--- config.mk ---
export PLATFORM = sky130hd
export DESIGN_NAME = nmea_sentence_receiver
export DESIGN_NICKNAME = d
export VERILOG_FILES = /design/src/design/nsr_pkg.sv /design/src/design/nmea_sentence_receiver.sv /design/src/design/nsr_front.sv /design/src/design/nsr_queue.sv /design/src/design/nsr_framer.sv
export SDC_FILE = /design/constraint.sdc
export NUM_CORES = 1
export LEC_CHECK = 0
export CAP_MARGIN = 40
export CORE_MARGIN = 5
export CORE_UTILIZATION = 53
export CTS_CLUSTER_SIZE = 14
export DETAILED_ROUTE_END_ITERATION = 10
export DONT_BUFFER_PORTS = 1
export GPL_TIMING_DRIVEN = 0
export PLACE_DENSITY = 0.68
export REMOVE_ABC_BUFFERS = 1
export SETUP_SLACK_MARGIN = 0.5
export SLEW_MARGIN = 20
export SYNTH_ARGS = -nofsm -noshare
export SYNTH_HDL_FRONTEND = slang
export SYNTH_SLANG_ARGS = --single-unit
--- constraint.sdc ---
create_clock -name aclk -period 6.81 [get_ports aclk]
set_input_delay 0.681 -clock aclk [delete_from_list [all_inputs] [get_ports aclk]]
set_output_delay 0.681 -clock aclk [all_outputs]
set_load 0.05 [all_outputs]
--- src/design/nsr_pkg.sv ---
// Shared types and constants for the NMEA sentence receiver.
// Holds byte classes, queue entry layout, event codes and result field offsets.
// No dependencies.
package nsr_pkg;

    localparam logic [7:0] CHAR_DOLLAR = 8'h24;
    localparam logic [7:0] CHAR_STAR   = 8'h2A;
    localparam logic [7:0] CHAR_COMMA  = 8'h2C;
    localparam int unsigned HEX_SHIFT  = 4;   // first digit weight of 16

    localparam int unsigned QUEUE_DEPTH = 4;
    localparam int unsigned QPTR_W      = $clog2(QUEUE_DEPTH);
    localparam int unsigned QCNT_W      = $clog2(QUEUE_DEPTH + 1);

    localparam int unsigned FIELD_W  = 6;
    localparam int unsigned POS_W    = 7;
    localparam int unsigned COUNT_W  = 32;
    localparam int unsigned EVENT_W  = 3;

    // Result tdata layout, lowest bit first
    localparam int unsigned OFS_CHAR  = 0;
    localparam int unsigned OFS_POS   = OFS_CHAR + 8;
    localparam int unsigned OFS_FIELD = OFS_POS + POS_W;
    localparam int unsigned OFS_RSUM  = OFS_FIELD + FIELD_W;
    localparam int unsigned OFS_CSUM  = OFS_RSUM + 8;
    localparam int unsigned OFS_GOOD  = OFS_CSUM + 8;
    localparam int unsigned RES_BITS  = OFS_GOOD + COUNT_W;
    localparam int unsigned RES_W     = ((RES_BITS + 7) / 8) * 8;

    typedef enum logic [1:0] {
        PH_WAIT = 2'd0,
        PH_BODY = 2'd1,
        PH_SUM1 = 2'd2,
        PH_SUM2 = 2'd3
    } phase_t;

    typedef enum logic [EVENT_W-1:0] {
        EV_START  = 3'd0,
        EV_BYTE   = 3'd1,
        EV_GOOD   = 3'd2,
        EV_BAD    = 3'd3,
        EV_FIELDS = 3'd4,
        EV_LENGTH = 3'd5,
        EV_BOTH   = 3'd6
    } event_t;

    typedef enum logic [1:0] {
        KIND_OTHER  = 2'd0,
        KIND_DOLLAR = 2'd1,
        KIND_STAR   = 2'd2,
        KIND_COMMA  = 2'd3
    } kind_t;

    typedef enum logic [0:0] {
        REG_MAX_FIELDS = 1'd0,
        REG_MAX_LENGTH = 1'd1
    } reg_index_t;

    typedef struct packed {
        logic [7:0] data;
        kind_t      kind;
        logic [3:0] hex;
    } entry_t;

    typedef struct packed {
        logic empty;
        logic full;
    } queue_status_t;

    typedef struct packed {
        logic [FIELD_W-1:0] max_fields;
        logic [POS_W-1:0]   max_length;
    } cfg_t;

    function automatic logic [3:0] hex_value(input logic [7:0] c);
        logic [3:0] v;
        v = 4'd0;
        if (c >= 8'h30 && c <= 8'h39) v = c[3:0];
        else if ((c >= 8'h41 && c <= 8'h46) || (c >= 8'h61 && c <= 8'h66))
            v = c[3:0] + 4'd9;
        return v;
    endfunction

endpackage

--- src/design/nmea_sentence_receiver.sv ---
// Top level of the NMEA 0183 sentence receiver with XOR checksum check.
// Depends on nsr_pkg, nsr_front, nsr_queue and nsr_framer.
//
// Usage:
//   s_ channel: one received byte per transaction, s_tdata[7:0].
//   m_ channel: one event per transaction, kind on m_tuser, details on m_tdata.
//     Bytes outside a sentence, the '*' and the first checksum digit produce
//     no transaction; every other byte produces exactly one.
//   cfg port: cfg_we writes cfg_wdata to register cfg_addr (0 max_fields,
//     1 max_length) on the clock edge; write only while the block is idle.
// An accepted byte is written into the queue, read from it by the framer and then
//   shows its event on m_ from the framer's result register.
// Throughput: one byte per cycle while m_tready is high, set by the framer's
//   sentence-state update; a 4-entry queue decouples input from the framer.
// Stall: while a result waits with m_tready low the framer holds it and stops
//   reading the queue; s_tready drops once the queue has filled.
// Reset (aresetn low, synchronous): framer waits for '$', counters and the
//   checksum clear, the queue empties, registers return to 24 and 82.
module nmea_sentence_receiver (
    input  logic        aclk,
    input  logic        aresetn,
    input  logic        s_tvalid,
    output logic        s_tready,
    input  logic [7:0]  s_tdata,    // [7:0] rx_byte
    output logic        m_tvalid,
    input  logic        m_tready,
    // [7:0] body_char, [14:8] position, [20:15] field_index,
    // [28:21] received_sum, [36:29] computed_sum, [68:37] good_count, zero pad
    output logic [nsr_pkg::RES_W-1:0]   m_tdata,
    output logic [nsr_pkg::EVENT_W-1:0] m_tuser,   // [2:0] event_res
    input  logic        cfg_we,
    input  logic [0:0]  cfg_addr,
    input  logic [6:0]  cfg_wdata
);
    import nsr_pkg::*;

    cfg_t           cfg_reg, cfg_next;
    queue_status_t  q_status;
    logic           push, pop;
    entry_t         push_entry, pop_entry;

    // Configuration registers: hold unless written
    always_comb begin
        cfg_next = cfg_reg;
        if (cfg_we) begin
            unique case (reg_index_t'(cfg_addr))
                REG_MAX_FIELDS: cfg_next.max_fields = cfg_wdata[FIELD_W-1:0];
                REG_MAX_LENGTH: cfg_next.max_length = cfg_wdata[POS_W-1:0];
                default:        cfg_next = cfg_reg;
            endcase
        end
    end

    always_ff @(posedge aclk) begin
        if (!aresetn) begin
            cfg_reg.max_fields <= FIELD_W'(24);
            cfg_reg.max_length <= POS_W'(82);
        end else begin
            cfg_reg <= cfg_next;
        end
    end

    // Front end: classify and enqueue
    nsr_front u_front (
        .s_tvalid   (s_tvalid),
        .s_tready   (s_tready),
        .s_tdata    (s_tdata),
        .q_status   (q_status),
        .push       (push),
        .push_entry (push_entry)
    );

    nsr_queue u_queue (
        .aclk       (aclk),
        .aresetn    (aresetn),
        .push       (push),
        .push_entry (push_entry),
        .pop        (pop),
        .pop_entry  (pop_entry),
        .status     (q_status)
    );

    // Back end: advance the sentence and register the result
    nsr_framer u_framer (
        .aclk       (aclk),
        .aresetn    (aresetn),
        .cfg        (cfg_reg),
        .q_status   (q_status),
        .pop_entry  (pop_entry),
        .pop        (pop),
        .m_tvalid   (m_tvalid),
        .m_tready   (m_tready),
        .m_tdata    (m_tdata),
        .m_tuser    (m_tuser)
    );

    // A start event always reports an empty sentence
    a_start_clear: assert property (@(posedge aclk) disable iff (!aresetn)
        (m_tvalid && m_tuser == EV_START) |->
            (m_tdata[OFS_FIELD +: FIELD_W] == '0 && m_tdata[OFS_POS +: POS_W] == '0
             && m_tdata[OFS_CSUM +: 8] == '0))
        else $error("start event with nonzero sentence state");

    // A plain body byte never reaches the field limit
    a_byte_in_limit: assert property (@(posedge aclk) disable iff (!aresetn)
        (m_tvalid && m_tuser == EV_BYTE) |->
            (m_tdata[OFS_FIELD +: FIELD_W] < cfg_reg.max_fields))
        else $error("body byte reported past the field limit");

    // Input stalls only when the queue is full
    a_stall_full: assert property (@(posedge aclk) disable iff (!aresetn)
        !s_tready |-> (q_status.full && !q_status.empty))
        else $error("input stalled with room in the queue");

    // The framer never reads an empty queue
    a_pop_nonempty: assert property (@(posedge aclk) disable iff (!aresetn)
        pop |-> !q_status.empty)
        else $error("framer read an empty queue");

endmodule

--- src/design/nsr_front.sv ---
// Front end: takes received bytes and classifies them for the framer.
// Depends on nsr_pkg.
module nsr_front (
    input  logic            s_tvalid,
    output logic            s_tready,
    input  logic [7:0]      s_tdata,   // [7:0] rx_byte
    input  nsr_pkg::queue_status_t q_status,
    output logic            push,
    output nsr_pkg::entry_t push_entry
);
    import nsr_pkg::*;

    assign s_tready = !q_status.full;
    assign push     = s_tvalid && !q_status.full;

    always_comb begin
        push_entry.data = s_tdata;
        push_entry.hex  = hex_value(s_tdata);
        priority if (s_tdata == CHAR_DOLLAR) push_entry.kind = KIND_DOLLAR;
        else if (s_tdata == CHAR_STAR)       push_entry.kind = KIND_STAR;
        else if (s_tdata == CHAR_COMMA)      push_entry.kind = KIND_COMMA;
        else                                 push_entry.kind = KIND_OTHER;
    end

endmodule

--- src/design/nsr_queue.sv ---
// Short FIFO of classified bytes between front end and framer.
// Depends on nsr_pkg.
module nsr_queue (
    input  logic            aclk,
    input  logic            aresetn,
    input  logic            push,
    input  nsr_pkg::entry_t push_entry,
    input  logic            pop,
    output nsr_pkg::entry_t pop_entry,
    output nsr_pkg::queue_status_t status
);
    import nsr_pkg::*;

    entry_t              mem_reg [QUEUE_DEPTH];
    logic [QPTR_W-1:0]   wr_ptr_reg, wr_ptr_next;
    logic [QPTR_W-1:0]   rd_ptr_reg, rd_ptr_next;
    logic [QCNT_W-1:0]   count_reg, count_next;
    logic                do_push, do_pop;

    assign status.empty = (count_reg == '0);
    assign status.full  = (count_reg == QCNT_W'(QUEUE_DEPTH));
    assign do_push      = push && !status.full;
    assign do_pop       = pop && !status.empty;
    assign pop_entry    = mem_reg[rd_ptr_reg];

    always_comb begin
        wr_ptr_next = do_push ? wr_ptr_reg + 1'b1 : wr_ptr_reg;
        rd_ptr_next = do_pop  ? rd_ptr_reg + 1'b1 : rd_ptr_reg;
        count_next  = count_reg;
        if (do_push && !do_pop) count_next = count_reg + 1'b1;
        else if (!do_push && do_pop) count_next = count_reg - 1'b1;
    end

    always_ff @(posedge aclk) begin
        if (do_push) mem_reg[wr_ptr_reg] <= push_entry;
    end

    always_ff @(posedge aclk) begin
        if (!aresetn) begin
            wr_ptr_reg <= '0;
            rd_ptr_reg <= '0;
            count_reg  <= '0;
        end else begin
            wr_ptr_reg <= wr_ptr_next;
            rd_ptr_reg <= rd_ptr_next;
            count_reg  <= count_next;
        end
    end

endmodule

--- src/design/nsr_framer.sv ---
// Back end: sentence state machine, checksum, limits and result register.
// Depends on nsr_pkg.
module nsr_framer (
    input  logic            aclk,
    input  logic            aresetn,
    input  nsr_pkg::cfg_t   cfg,
    input  nsr_pkg::queue_status_t q_status,
    input  nsr_pkg::entry_t pop_entry,
    output logic            pop,
    output logic            m_tvalid,
    input  logic            m_tready,
    output logic [nsr_pkg::RES_W-1:0]   m_tdata,
    output logic [nsr_pkg::EVENT_W-1:0] m_tuser
);
    import nsr_pkg::*;

    phase_t              phase_reg, phase_next;
    logic [POS_W-1:0]    wpos_reg, wpos_next;
    logic [FIELD_W-1:0]  fcnt_reg, fcnt_next;
    logic [7:0]          rsum_reg, rsum_next;
    logic [7:0]          sread_reg, sread_next;
    logic [COUNT_W-1:0]  total_reg, total_next;

    logic                valid_reg, valid_next;
    event_t              ev_reg, ev_next;
    logic [7:0]          char_reg, char_next;
    logic [POS_W-1:0]    pos_reg, pos_next;
    logic [FIELD_W-1:0]  fld_reg, fld_next;
    logic [7:0]          rs_reg, rs_next;
    logic [7:0]          cs_reg, cs_next;
    logic [COUNT_W-1:0]  good_reg, good_next;

    logic                emit;
    logic [7:0]          sum_full;
    logic                over_f, over_l;

    // Take a byte whenever the result register is free or being drained
    assign pop = !q_status.empty && (!valid_reg || m_tready);

    always_comb begin
        phase_next = phase_reg;
        wpos_next  = wpos_reg;
        fcnt_next  = fcnt_reg;
        rsum_next  = rsum_reg;
        sread_next = sread_reg;
        total_next = total_reg;
        emit       = 1'b0;
        ev_next    = ev_reg;
        char_next  = char_reg;
        pos_next   = pos_reg;
        fld_next   = fld_reg;
        rs_next    = rs_reg;
        sum_full   = sread_reg + {4'd0, pop_entry.hex};
        over_f     = 1'b0;
        over_l     = 1'b0;

        if (pop) begin
            unique case (phase_reg)
                PH_WAIT, PH_BODY: begin
                    if (pop_entry.kind == KIND_DOLLAR) begin
                        wpos_next  = POS_W'(1);
                        fcnt_next  = '0;
                        rsum_next  = '0;
                        phase_next = PH_BODY;
                        emit       = 1'b1;
                        ev_next    = EV_START;
                        char_next  = CHAR_DOLLAR;
                        pos_next   = '0;
                        fld_next   = '0;
                        rs_next    = '0;
                    end else if (phase_reg == PH_BODY) begin
                        if (pop_entry.kind == KIND_STAR) begin
                            fcnt_next  = fcnt_reg + 1'b1;
                            phase_next = PH_SUM1;
                        end else begin
                            rsum_next = rsum_reg ^ pop_entry.data;
                            if (pop_entry.kind == KIND_COMMA)
                                fcnt_next = fcnt_reg + 1'b1;
                            wpos_next = wpos_reg + 1'b1;
                            over_f    = fcnt_next >= cfg.max_fields;
                            over_l    = wpos_next >= cfg.max_length;
                            emit      = 1'b1;
                            priority if (over_f && over_l) ev_next = EV_BOTH;
                            else if (over_f)               ev_next = EV_FIELDS;
                            else if (over_l)               ev_next = EV_LENGTH;
                            else                           ev_next = EV_BYTE;
                            if (over_f || over_l) phase_next = PH_WAIT;
                            char_next = (pop_entry.kind == KIND_COMMA) ? 8'd0
                                                                        : pop_entry.data;
                            pos_next  = wpos_reg;
                            fld_next  = fcnt_next;
                            rs_next   = '0;
                        end
                    end
                end
                PH_SUM1: begin
                    sread_next = {4'd0, pop_entry.hex} << HEX_SHIFT;
                    phase_next = PH_SUM2;
                end
                PH_SUM2: begin
                    sread_next = sum_full;
                    phase_next = PH_WAIT;
                    emit       = 1'b1;
                    if (sum_full == rsum_reg) begin
                        total_next = total_reg + 1'b1;
                        ev_next    = EV_GOOD;
                    end else begin
                        ev_next    = EV_BAD;
                    end
                    char_next = '0;
                    pos_next  = wpos_reg;
                    fld_next  = fcnt_reg;
                    rs_next   = sum_full;
                end
                default: phase_next = PH_WAIT;
            endcase
        end

        cs_next    = rsum_next;
        good_next  = total_next;
        if (emit)          valid_next = 1'b1;
        else if (m_tready) valid_next = 1'b0;
        else               valid_next = valid_reg;
    end

    always_ff @(posedge aclk) begin
        if (!aresetn) begin
            phase_reg <= PH_WAIT;
            wpos_reg  <= '0;
            fcnt_reg  <= '0;
            rsum_reg  <= '0;
            sread_reg <= '0;
            total_reg <= '0;
            valid_reg <= 1'b0;
        end else begin
            phase_reg <= phase_next;
            wpos_reg  <= wpos_next;
            fcnt_reg  <= fcnt_next;
            rsum_reg  <= rsum_next;
            sread_reg <= sread_next;
            total_reg <= total_next;
            valid_reg <= valid_next;
        end
    end

    // Result payload, loaded only with a new result
    always_ff @(posedge aclk) begin
        if (emit) begin
            ev_reg   <= ev_next;
            char_reg <= char_next;
            pos_reg  <= pos_next;
            fld_reg  <= fld_next;
            rs_reg   <= rs_next;
            cs_reg   <= cs_next;
            good_reg <= good_next;
        end
    end

    assign m_tvalid = valid_reg;
    assign m_tuser  = ev_reg;
    assign m_tdata  = {(RES_W - RES_BITS)'(0), good_reg, cs_reg, rs_reg,
                       fld_reg, pos_reg, char_reg};

endmodule

==> out/metrics.cfg <==
[outcome]
status = completed

[cts]
numCtsBuffers = 23
cts_buffer_depth = 3
cts_max_level = 1
hold_buffers = 0
cts-root-buf = clkbuf_16
clk_pin_slew_ns = 0.06
clkLatencyLatePin_ns = 0.51
cts_resized = 0
cts.sinks = 214
cts_tree = built
post_cts.repair.setup_buffers = 0

[power]
p_int_w = 0.00269
pwr-share-clk = 0.280
pwr-share-comb = 0.203
switching_share = 0.370
p_leak_nw = 4.12
p_per_area_nw_per_um2 = 382
switching_power_w = 0.00158
seqPwrFrac = 0.518
vdd_drop_max_mv = 0.244

[sta]
setup_tns_ns = 0
clock.fmax_mhz = 242
final-hold-violation-count = 0
maxSlewHeadroom = 0.445
hold_slack_ns = 0.246
period_needed_ns = 4.14
min_period_over_period = 0.607
rsz0062_at_grt = false
setup_violations = 0
tightest_slew_ns = 0.826
fin_skew_ns = 0.0192
maxSlewViolCount = 0

[routing]
antenna_left = 0
drt-initial-drc-count = 341
vias_per_cell = 5.69
drtPass1Iterations = 5
vias = 6484
wl_per_cell_um = 17.9
drc = 0
drt_wl_total_mm = 20.4

[yosys]
synthFlopType = edfxtp_1
synth_edf_count = 128
yosys_warnings = 0
ys_ff_latch = 214
async_flop_share = 0
yosysMostFrequentCell = edfxtp_1
synthTopCellsByArea = edfxtp_1, dfxtp_1, ha_1
ys_seq_area_frac = 0.547
syn_area_um2 = 10200
synthCells = 874
synth_cell_types = 71
synth_top_area_cell = edfxtp_1
avgSynthCellArea_um2 = 11.6
synthTopCellsByCount = edfxtp_1, nand2_1, dfxtp_1
synth_top_cell_area_share = 0.378

[die]
die_area_um2 = 22100
initial_utilization = 0.540
ios = 98
fp-row-count = 50
core_um2 = 18800
die_w_um = 149
fp.dieH_um = 149

[critical_path]
crit_type = reg2reg
cp.arrival_ns = 4.37
cp-end-kind = register
start_kind = register
crit_required_ns = 7.04
worstPathMaxFanout = 30

[min_path]
hold_path_class = in2reg

[placement]
gp_congestion = 0.851
portBuffers = 0
hpwl_mm = 14.7
place_inst = 1097

[grt]
antenna_found_initial = 0
grt_max_degree = 69
grt_pass1_vias = 6403
met2_usage = 0.323
track_usage = 0.185
grt_pass1_wl_mm = 33.2
busiest_layer = met2
grt_overflow_total = 0
use_met3 = 0.0411
use_met1 = 0.227

[final_layout]
syn_to_final_growth_pct = 10.1
drive_gt1_frac = 0.116
diodes = 0
largest_register_ffs = 56
instances_no_fill = 1139
nets = 918

[flow_run]
max_cap_viol_count = 0

per-layer routing:
metal | up-vias | share of wire
met5 | - | 0
li1 | 3159 | -
met2 | 155 | 0.50
met3 | 37 | 0.056
met4 | 0 | 0.029
met1 | 3133 | 0.42
through the flow:
step	worst slack (ns)	utilization	total power, W	area [um^2]
finish	2.67	0.595	0.00428	11200
global route	2.39	0.595	0.00448	11200
CTS	2.58	0.595	0.00433	11200
global placement	1.05	0.547	0.00302	10300
floorplan	2.35	-	0.00279	9970
detailed placement	2.64	0.556	0.00312	10500
cell families (layout without fill, tap and decap cells):
group / after synthesis / count (layout) / share of synthesized area
xor gates and xnor gates: 58 / 58 / 0.0536
adders and majority gates: 35 / 35 / 0.0445
DFF: 214 / 214 / 0.547
muxes: 51 / 51 / 0.0676
other: 1 / 3 / 0.000369
AOI/OAI and AO/OA: 119 / 119 / 0.0826
buffers and inverters: 72 / 75 / 0.0305
and+or+nand+nor: 324 / 324 / 0.174
power groups by stage:
stage	Clock (W)	Sequential [W]	Combinational, W
finish	0.00120	0.00221	0.000866
CTS	0.00122	0.00222	0.000878
global placement	0	0.00227	0.000743
global route	0.00128	0.00224	0.000959
floorplan	0	0.00221	0.000581
detailed placement	0	0.00225	0.000872
cell usage in the layout (no fill, tap or decap), drive strengths merged, types with 8 or more instances in the layout:
cell type / count
edfxtp: 128
nand2: 88
dfxtp: 86
nor2: 49
xor2: 43
nand3: 37
a21oi: 37
mux2i: 35
nor3: 35
clkbuf: 34
ha: 33
nand2b: 32
inv: 28
and3: 22
o21ai: 18
mux4: 14
xnor2: 13
and2: 12
nand4: 11
nor2b: 11
a21o: 8
o211ai: 8
final timing paths:
check / start / end / slack (ns) / cells past startpoint
hold reg to reg: cfg_reg[5] / cfg_reg[5] / 0.47 / 2
hold / removal: aresetn / cfg_reg[10] / 0.25 / 1
setup reg to reg: register / u_framer.good_reg[23] / 2.67 / 9
setup / recovery: register / u_framer.good_reg[23] / 2.67 / 9
critical path, cell delays in order (launching register included):
cell	delay [ns]
dfxtp_1	0.63
mux4_2	0.62
ha_1	0.25
fa_1	0.48
xnor3_1	0.32
nand3_1	0.10
a211oi_1	0.28
nand2_2	0.49
nor4_2	0.53
xor2_1	0.14
layout make-up:
| type | instances | area, um^2 |
|---|---|---|
| flip-flops and latches | 214 | 5570 |
| well taps | 260 | 325 |
| fillers | 1495 | 7630 |
| clock inverters | 8 | 68.8 |
| repair buffers | 6 | 133 |
| inverters | 27 | 101 |
| clock buffers | 34 | 667 |
| multi-input cells | 590 | 4340 |
Note: power is estimated with default switching activity, not from simulation.
